## src/llta_pkg.sv

```systemverilog
// Shared types and constants of the least-loaded token admission block.
package llta_pkg;

	localparam int MaxDevices = 8;
	localparam int DevW       = $clog2(MaxDevices);
	localparam int CountW     = 4;
	localparam int TokW       = 8;
	localparam int SumW       = 11;
	localparam int KindW      = 2;
	localparam int CfgIdxW    = 2;
	localparam int CfgDataW   = 8;

	localparam logic [KindW-1:0] KIND_GPU = 2'd0;
	localparam logic [KindW-1:0] KIND_CPU = 2'd1;
	localparam logic [KindW-1:0] KIND_REL = 2'd2;

	localparam logic [CfgIdxW-1:0] REG_ACTIVE = 2'd0;
	localparam logic [CfgIdxW-1:0] REG_TOKENS = 2'd1;

	localparam logic [CountW-1:0] MaxDevCount = CountW'(MaxDevices);

	typedef struct packed {
		logic [CountW-1:0] n;
		logic [TokW-1:0]   cap;
		logic [SumW-1:0]   total;
	} llta_cfg_t;

	typedef struct packed {
		logic            en;
		logic [DevW-1:0] idx;
		logic [TokW-1:0] data;
	} llta_wr_t;

endpackage

```

## src/llta_bank.sv

```systemverilog
// Per-device free-token counters with one read and one write port.
module llta_bank (
	input  logic                   clk,
	input  logic                   arst_n,
	input  logic                   reload,
	input  logic [llta_pkg::TokW-1:0] reload_val,
	input  logic [llta_pkg::DevW-1:0] rd_idx,
	output logic [llta_pkg::TokW-1:0] rd_data,
	input  llta_pkg::llta_wr_t     wr
);
	import llta_pkg::*;

	logic [TokW-1:0] free_q [MaxDevices];

	always_ff @(posedge clk or negedge arst_n) begin
		if (!arst_n) begin
			for (int i = 0; i < MaxDevices; i++) free_q[i] <= TokW'(1);
		end else if (reload) begin
			for (int i = 0; i < MaxDevices; i++) free_q[i] <= reload_val;
		end else if (wr.en) begin
			free_q[wr.idx] <= wr.data;
		end
	end

	assign rd_data = free_q[rd_idx];

endmodule

```

## src/llta_alu.sv

```systemverilog
// Shared scan unit: running-sum adder and greater-than compare.
module llta_alu (
	input  logic [llta_pkg::SumW-1:0] acc,
	input  logic [llta_pkg::TokW-1:0] val,
	input  logic [llta_pkg::TokW-1:0] best,
	output logic [llta_pkg::SumW-1:0] acc_next,
	output logic                      gt
);
	import llta_pkg::*;

	logic [TokW:0] diff;

	assign acc_next = acc + SumW'(val);
	assign diff     = {1'b0, best} - {1'b0, val};
	assign gt       = diff[TokW];

endmodule

```

## src/llta_seq.sv

```systemverilog
// Sequencer: scans the counters, applies the update and registers the result word.
module llta_seq (
	input  logic                       clk,
	input  logic                       arst_n,
	input  llta_pkg::llta_cfg_t        cfg,
	input  logic                       req_valid,
	output logic                       req_ready,
	input  logic [llta_pkg::KindW-1:0] kind,
	input  logic [3:0]                 release_target,
	output logic                       rsp_valid,
	input  logic                       rsp_ready,
	output logic                       granted,
	output logic                       has_device,
	output logic [2:0]                 assigned_device,
	output logic                       any_available,
	output logic [10:0]                tokens_in_use,
	output logic [10:0]                total_capacity,
	output logic [llta_pkg::DevW-1:0]  rd_idx,
	input  logic [llta_pkg::TokW-1:0]  rd_data,
	output llta_pkg::llta_wr_t         wr
);
	import llta_pkg::*;

	typedef enum logic [1:0] {S_IDLE, S_SCAN, S_APPLY, S_DONE} state_t;

	state_t            state_q;
	logic [KindW-1:0]  kind_q;
	logic [3:0]        target_q;
	logic [DevW-1:0]   idx_q;
	logic [TokW-1:0]   best_q;
	logic [DevW-1:0]   dev_q;
	logic              found_q;
	logic [SumW-1:0]   sum_q;
	logic              rsp_valid_q;
	logic              granted_q;
	logic              has_dev_q;
	logic [2:0]        dev_out_q;
	logic              any_q;
	logic [10:0]       in_use_q;
	logic [10:0]       total_q;

	logic [SumW-1:0]   acc_next;
	logic              gt;
	logic              last;
	logic              take;
	logic              give;
	logic              rel_in_range;

	llta_alu u_alu (
		.acc      (sum_q),
		.val      (rd_data),
		.best     (best_q),
		.acc_next (acc_next),
		.gt       (gt)
	);

	assign last         = ({1'b0, idx_q} == (cfg.n - CountW'(1)));
	assign rel_in_range = (target_q < cfg.n);
	assign take         = (kind_q == KIND_GPU) && found_q;
	assign give         = (kind_q == KIND_REL) && rel_in_range && (rd_data < cfg.cap);

	always_comb begin
		rd_idx  = idx_q;
		wr.en   = 1'b0;
		wr.idx  = dev_q;
		wr.data = rd_data - TokW'(1);
		if (state_q == S_APPLY) begin
			if (kind_q == KIND_REL) begin
				rd_idx  = target_q[DevW-1:0];
				wr.idx  = target_q[DevW-1:0];
				wr.data = rd_data + TokW'(1);
				wr.en   = give;
			end else begin
				rd_idx = dev_q;
				wr.en  = take;
			end
		end
	end

	assign req_ready       = (state_q == S_IDLE);
	assign rsp_valid       = rsp_valid_q;
	assign granted         = granted_q;
	assign has_device      = has_dev_q;
	assign assigned_device = dev_out_q;
	assign any_available   = any_q;
	assign tokens_in_use   = in_use_q;
	assign total_capacity  = total_q;

	always_ff @(posedge clk or negedge arst_n) begin
		if (!arst_n) begin
			state_q     <= S_IDLE;
			kind_q      <= KIND_GPU;
			target_q    <= '0;
			idx_q       <= '0;
			best_q      <= '0;
			dev_q       <= '0;
			found_q     <= 1'b0;
			sum_q       <= '0;
			rsp_valid_q <= 1'b0;
			granted_q   <= 1'b0;
			has_dev_q   <= 1'b0;
			dev_out_q   <= '0;
			any_q       <= 1'b0;
			in_use_q    <= '0;
			total_q     <= '0;
		end else begin
			if (rsp_valid_q && rsp_ready && (state_q != S_DONE)) rsp_valid_q <= 1'b0;
			unique case (state_q)
				S_IDLE: begin
					if (req_valid) begin
						kind_q   <= kind;
						target_q <= release_target;
						idx_q    <= '0;
						best_q   <= '0;
						dev_q    <= '0;
						found_q  <= 1'b0;
						sum_q    <= '0;
						state_q  <= (cfg.n != '0) ? S_SCAN : S_DONE;
					end
				end
				S_SCAN: begin
					sum_q <= acc_next;
					if (gt) begin
						best_q  <= rd_data;
						dev_q   <= idx_q;
						found_q <= 1'b1;
					end
					if (last) state_q <= S_APPLY;
					else      idx_q   <= idx_q + DevW'(1);
				end
				S_APPLY: begin
					if (take)      sum_q <= sum_q - SumW'(1);
					else if (give) sum_q <= sum_q + SumW'(1);
					state_q <= S_DONE;
				end
				S_DONE: begin
					if (!rsp_valid_q || rsp_ready) begin
						rsp_valid_q <= 1'b1;
						granted_q   <= (kind_q == KIND_CPU) ||
						               ((kind_q == KIND_GPU) && ((cfg.n == '0) || found_q));
						has_dev_q   <= take;
						dev_out_q   <= take ? dev_q : '0;
						any_q       <= (cfg.n == '0) || (sum_q != '0);
						in_use_q    <= cfg.total - sum_q;
						total_q     <= cfg.total;
						state_q     <= S_IDLE;
					end
				end
				default: state_q <= S_IDLE;
			endcase
		end
	end

endmodule

```

## src/least_loaded_token_admission.sv

```systemverilog
// Least-loaded token admission: config registers, counter bank and sequencer.
//
//   channel   signals                                    role
//   cfg       cfg_we, cfg_index, cfg_data                register write, no wait
//   req       req_valid/req_ready, kind, release_target  request word in
//   rsp       rsp_valid/rsp_ready, granted .. total      result word out
//
// A request holds the block while it scans the N gated devices (1..8), one counter
// per cycle through the shared scan unit, then the update and result register.
// With no gated devices it skips the scan and the update.
// Reset loads every counter with 1, gating off. A config write to the active or tokens register reloads all counters.
// A finished result waits in the output register; a new request is taken meanwhile,
// and only the final hand-off stalls until rsp_ready frees the register.
module least_loaded_token_admission (
	input  logic                          clk,
	input  logic                          arst_n,
	input  logic                          cfg_we,
	input  logic [llta_pkg::CfgIdxW-1:0]  cfg_index,
	input  logic [llta_pkg::CfgDataW-1:0] cfg_data,
	input  logic                          req_valid,
	output logic                          req_ready,
	input  logic [1:0]                    kind,
	input  logic [3:0]                    release_target,
	output logic                          rsp_valid,
	input  logic                          rsp_ready,
	output logic                          granted,
	output logic                          has_device,
	output logic [2:0]                    assigned_device,
	output logic                          any_available,
	output logic [10:0]                   tokens_in_use,
	output logic [10:0]                   total_capacity
);
	import llta_pkg::*;

	logic [CountW-1:0] active_q;
	logic [TokW-1:0]   tokens_q;
	llta_cfg_t         cfg;
	logic              reload;
	logic [TokW-1:0]   reload_val;
	logic [DevW-1:0]   rd_idx;
	logic [TokW-1:0]   rd_data;
	llta_wr_t          wr;
	logic [CountW+TokW-1:0] prod;

	always_ff @(posedge clk or negedge arst_n) begin
		if (!arst_n) begin
			active_q <= '0;
			tokens_q <= TokW'(1);
		end else if (cfg_we) begin
			if (cfg_index == REG_ACTIVE) active_q <= cfg_data[CountW-1:0];
			if (cfg_index == REG_TOKENS) tokens_q <= cfg_data[TokW-1:0];
		end
	end

	assign cfg.n     = (active_q > MaxDevCount) ? MaxDevCount : active_q;
	assign cfg.cap   = (tokens_q == '0) ? TokW'(1) : tokens_q;
	assign prod      = cfg.n * cfg.cap;
	assign cfg.total = prod[SumW-1:0];

	assign reload     = cfg_we && ((cfg_index == REG_ACTIVE) || (cfg_index == REG_TOKENS));
	assign reload_val = (cfg_index == REG_TOKENS) ?
	                    ((cfg_data[TokW-1:0] == '0) ? TokW'(1) : cfg_data[TokW-1:0]) :
	                    cfg.cap;

	llta_bank u_bank (
		.clk        (clk),
		.arst_n     (arst_n),
		.reload     (reload),
		.reload_val (reload_val),
		.rd_idx     (rd_idx),
		.rd_data    (rd_data),
		.wr         (wr)
	);

	llta_seq u_seq (
		.clk             (clk),
		.arst_n          (arst_n),
		.cfg             (cfg),
		.req_valid       (req_valid),
		.req_ready       (req_ready),
		.kind            (kind),
		.release_target  (release_target),
		.rsp_valid       (rsp_valid),
		.rsp_ready       (rsp_ready),
		.granted         (granted),
		.has_device      (has_device),
		.assigned_device (assigned_device),
		.any_available   (any_available),
		.tokens_in_use   (tokens_in_use),
		.total_capacity  (total_capacity),
		.rd_idx          (rd_idx),
		.rd_data         (rd_data),
		.wr              (wr)
	);

endmodule
```

## config.mk

```make
export PLATFORM = sky130hd
export DESIGN_NAME = least_loaded_token_admission
export DESIGN_NICKNAME = d
export VERILOG_FILES = /design/src/llta_pkg.sv /design/src/llta_bank.sv /design/src/llta_alu.sv /design/src/llta_seq.sv /design/src/least_loaded_token_admission.sv
export SDC_FILE = /design/constraint.sdc
export NUM_CORES = 1
export LEC_CHECK = 0
export BUFFER_PORTS_ARGS = -buffer_cell sky130_fd_sc_hd__buf_2
export CAP_MARGIN = 0
export CORE_ASPECT_RATIO = 0.75
export CORE_MARGIN = 1.5
export CORE_UTILIZATION = 45
export CTS_CLUSTER_DIAMETER = 30
export DETAILED_ROUTE_END_ITERATION = 16
export REMOVE_ABC_BUFFERS = 1
export SYNTH_ARGS = -nofsm -noshare
export SYNTH_HDL_FRONTEND = slang
export SYNTH_SLANG_ARGS = --single-unit
```

## constraint.sdc

```tcl
create_clock -name clk -period 5.3 [get_ports clk]
set_clock_uncertainty 0.05 [all_clocks]
set_input_delay 1.06 -clock clk [delete_from_list [all_inputs] [get_ports clk]]
set_output_delay 1.06 -clock clk [all_outputs]
set_load 0.01 [all_outputs]
```

==> summary.txt <==
Critical path
  • Reg-to-reg critical path startpoint: tokens_q[4]
  • Reg-to-Reg End: u_seq.tokens_in_use[10]
  • Critical-path maximum fanout: 6
  • CP Capture Type: flip-flop
  • Worst R2R Setup Slack: around 380 ps
  • Worst EP required: roughly 5500 ps
  • Kind of critical path: flip-flop to flip-flop
  • Crit path from: tokens_q[4]
  • Critical path arrival: between 5000 and 6000 ps
  • R2R depth: 18
  • CP startpoint kind: flip-flop

GRT
  • Initial antenna violation count: 0
  • Overflow after GRT: 0
  • Largest net degree at the start of global routing: between 80 and 90
  • First-pass GRT wire length: 42.55 mm
  • GRT Util Overall: 25.86%
  • Via count of the first global-routing pass: 7,399

STA
  • # setup viols final: 0
  • Relative slew slack: between 20 and 25%
  • RSZ-0062 raised after global routing: no
  • Tcrit/Tclk final: between 90 and 100%
  • FMAX: 0.2034 GHz
  • Hold Vio Cnt, Final: 0
  • Slew Limit Fails: 0
  • Measured slew at the worst slew-check pin: roughly 1200 ps
  • Min Hold Slack: ~420 ps
  • Tmin final: slightly below 5000 ps

Placed design
  • Port Buffers: 50
  • Area after DPL: 0.01002 mm^2
  • Placer congestion estimate: 0.9195
  • Dpl cells: between 1,000 and 1,500
  • DPL Wire Length: about 20 mm

Pwr
  • Switching Fraction: between 40% and 50%
  • Pleak: around 4.9 nW
  • Pwr dens: about 730 mW/mm^2
  • P_int: just over 4 mW
  • Comb pwr share: between 60% and 70%
  • Max VDD drop: 0.0003630 V
  • Total power: between 7 and 8 mW
  • Net switching power: 3.716 mW
  • Clock share of power: between 10% and 20%
  • Seq pwr share: a little over a fifth

CTS
  • Cts bufs inserted: 17
  • Post-CTS Hold Buffers: 0
  • Worst skew pair latency: 430 ps
  • Clock-pin slew on the worst setup and hold paths: approximately 60 ps
  • Clock sinks: roughly 140
  • Clock root cell: clkbuf_16
  • Clock buffer depth: 2
  • CTS H-Tree Depth: 4
  • CTS tree: yes

Cells and area
  • Filler cell count in the final layout: 1,878
  • Fin util: 52.44%
  • Fin area: approximately 0.011 mm^2
  • Layout cells sized above 1: a little under a fifth
  • Nets: about 1,200
  • Fin cells: approximately 1,300
  • Antenna cells: 0
  • Area delta synth->final: 13.81%

Routing
  • Avg WL per Cell: slightly above 20 um
  • Post-route ant nets: 0
  • Vias per inst: roughly 5.8
  • Final WL: between 20 and 30 mm
  • Starting DRT DRC Count: between 700 and 800
  • Via count: 7,812
  • Remaining routing DRC violations: 0
  • Pre-antenna DRT Iters: 5

Logic synthesis
  • Area leader, netlist: dfrtp_1
  • Synth top area share: approximately a third
  • Synth Warn #: 0
  • Avg Cell Area, Syn: around 9.3 um^2
  • Top cells by area, synth: dfrtp_1 35%, ha_1 7.9%, a21oi_1 3.9%
  • Asr flop ratio synth: between 90% and 100%
  • Compound-Gate Fraction of Synth Area: approximately a fifth
  • Netlist cell types: just under 80
  • Simple-gate area share of the yosys netlist: ~15%
  • XOR/XNOR Fraction of Synth Area: 4.180%
  • Top FF cell, synth: dfrtp_1
  • Synthesized instance count: ~1,000
  • Post-Synth Adder-Cell Area: 10.91%
  • Mux contribution to synthesized area: ~7%
  • Largest family of logic cells by synthesized area: compound AO/OA/AOI/OAI gates
  • Count of flip-flops with a built-in enable after synthesis: 0
  • Post-synthesis sequential area ratio: 37.37%
  • #FFs+latches synth: between 100 and 150
  • Mapped cell area: 0.009339 mm^2

Min path
  • Worst Hold Class: flip-flop to flip-flop
  • Hold-critical path depth: 1
  • Hold wc startpoint: u_seq.any_available
  • Hold Path End: u_seq.any_available

Die
  • Initial core utilization: between 40% and 50%
  • Core area: about 0.020 mm^2
  • Die area: 0.02164 mm^2
  • Die width: about 170 um
  • I/O Pins: 51
  • Die Y: between 100 and 150 um
  • # rows: 45

Outcome
  • Status: finished, final reports clean

Run
  • Max Cap Viol: 0
-- layout make-up --
class,count,area (um^2),share of cell area [%]
timing repair buffer,90,581.8,5.474
clock inverter,9,72.57,0.6828
tap,258,322.8,3.037
multi-input combinational,748,5418,50.97
clock buffer,22,464.2,4.367
sequential,139,3490,32.83
inverter,71,280.3,2.637
-- power groups by stage --
stage / logic [mW] / clock network, mW / registers [mW]
after floorplan: 3.33 / 0 / 1.62
final: 4.98 / 1.13 / 1.64
after global placement: 4.79 / 0 / 1.65
after global routing: 5.44 / 1.19 / 1.68
after CTS: 4.85 / 1.14 / 1.63
after detailed placement: 4.82 / 0 / 1.65
-- registers in the layout (all words and copies together) (netlist names), 4 cells and up --
signal / count
u_seq.total_capacity: 11
u_bank.free_q: 64
u_seq.target_q: 4
u_seq.tokens_in_use: 11
u_seq.best_q: 8
tokens_q: 8
u_seq.sum_q: 11
active_q: 4
-- timing repair --
| action | CTS | global route |
|---|---|---|
| gates resized for setup | 0 | 4 |
| endpoints found under the setup margin | 0 | 67 |
| endpoints found under the hold margin | 0 | 0 |
| buffers inserted | 0 | 4 |
-- kinds of logic (layout without fill, tap and decap cells) --
family	Yosys count	count (layout)
AND/OR/NAND/NOR	291	291
AO/OA/AOI/OAI	282	282
flip-flops	139	139
buffers and inverters	112	192
adder cells (fa/ha/maj)	73	73
multiplexers	60	60
XOR/XNOR	42	42
-- worst max-delay path: stages (launching register included) --
cell	delay (ps)
dfrtp_1	440
nor4_1	330
a41oi_1	180
nand2b_1	200
fa_1	540
inv_1	50
fa_1	560
inv_1	60
fa_1	560
inv_1	50
ha_1	310
a21oi_1	220
o21ai_0	130
a21oi_1	290
o21ai_0	210
a21o_1	210
a21oi_1	160
xnor2_1	140
o21ai_0	90
-- cell usage after synthesis (all sizes together), types with 4 or more instances --
cell type,n
ha,59
nor4,8
clkbuf,20
and2,4
a21oi,72
mux2i,31
dfstp,9
buf,21
dfrtp,130
nand3,25
or2,4
o211ai,10
nand2,96
o31ai,5
nor2b,19
inv,67
mux2,29
a31oi,16
o21ai,63
xnor2,32
o311ai,14
a21o,17
o21a,23
a211oi,5
xor2,10
o21bai,9
nor3,9
o21ba,8
fa,14
a311oi,4
nand4,21
a22o,14
nor2,83
nand2b,10
-- how the worst max path moves through the flow --
stage	to	slack, ps	cells after the start
floorplan	u_seq.sum_q[10]	-2110	14
global placement	u_bank.free_q[34]	240	17
detailed placement	u_seq.sum_q[10]	120	21
CTS	u_seq.sum_q[10]	80	21
global route	u_seq.tokens_in_use[10]	30	20
finish	u_seq.tokens_in_use[10]	380	18
-- layer usage --
layer | global-route usage (%) | vias up | routed length, um
li1 | - | 3707 | -
met5 | 0 | - | 0
met2 | 33.60 | 269 | 10320
met1 | 41.31 | 3811 | 14160
met3 | 7.533 | 25 | 2162
met4 | 5.310 | 0 | 291
-- placed cells by master, fill, tap and decap left out, types with 38 or more instances in the layout --
cell type	n
inv_1	65
dfrtp_1	130
nand2_1	95
ha_1	58
o21ai_0	62
nor2_1	82
buf_4	38
buf_2	49
a21oi_1	72
-- per-stage QoR --
stage,setup TNS (ps),setup slack [ps]
floorplan,-124810,-2106
global placement,0,236.8
detailed placement,0,120.7
CTS,0,78.88
global route,0,30.11
finish,0,383.7
No activity file was read; power rests on OpenSTA's default activity.
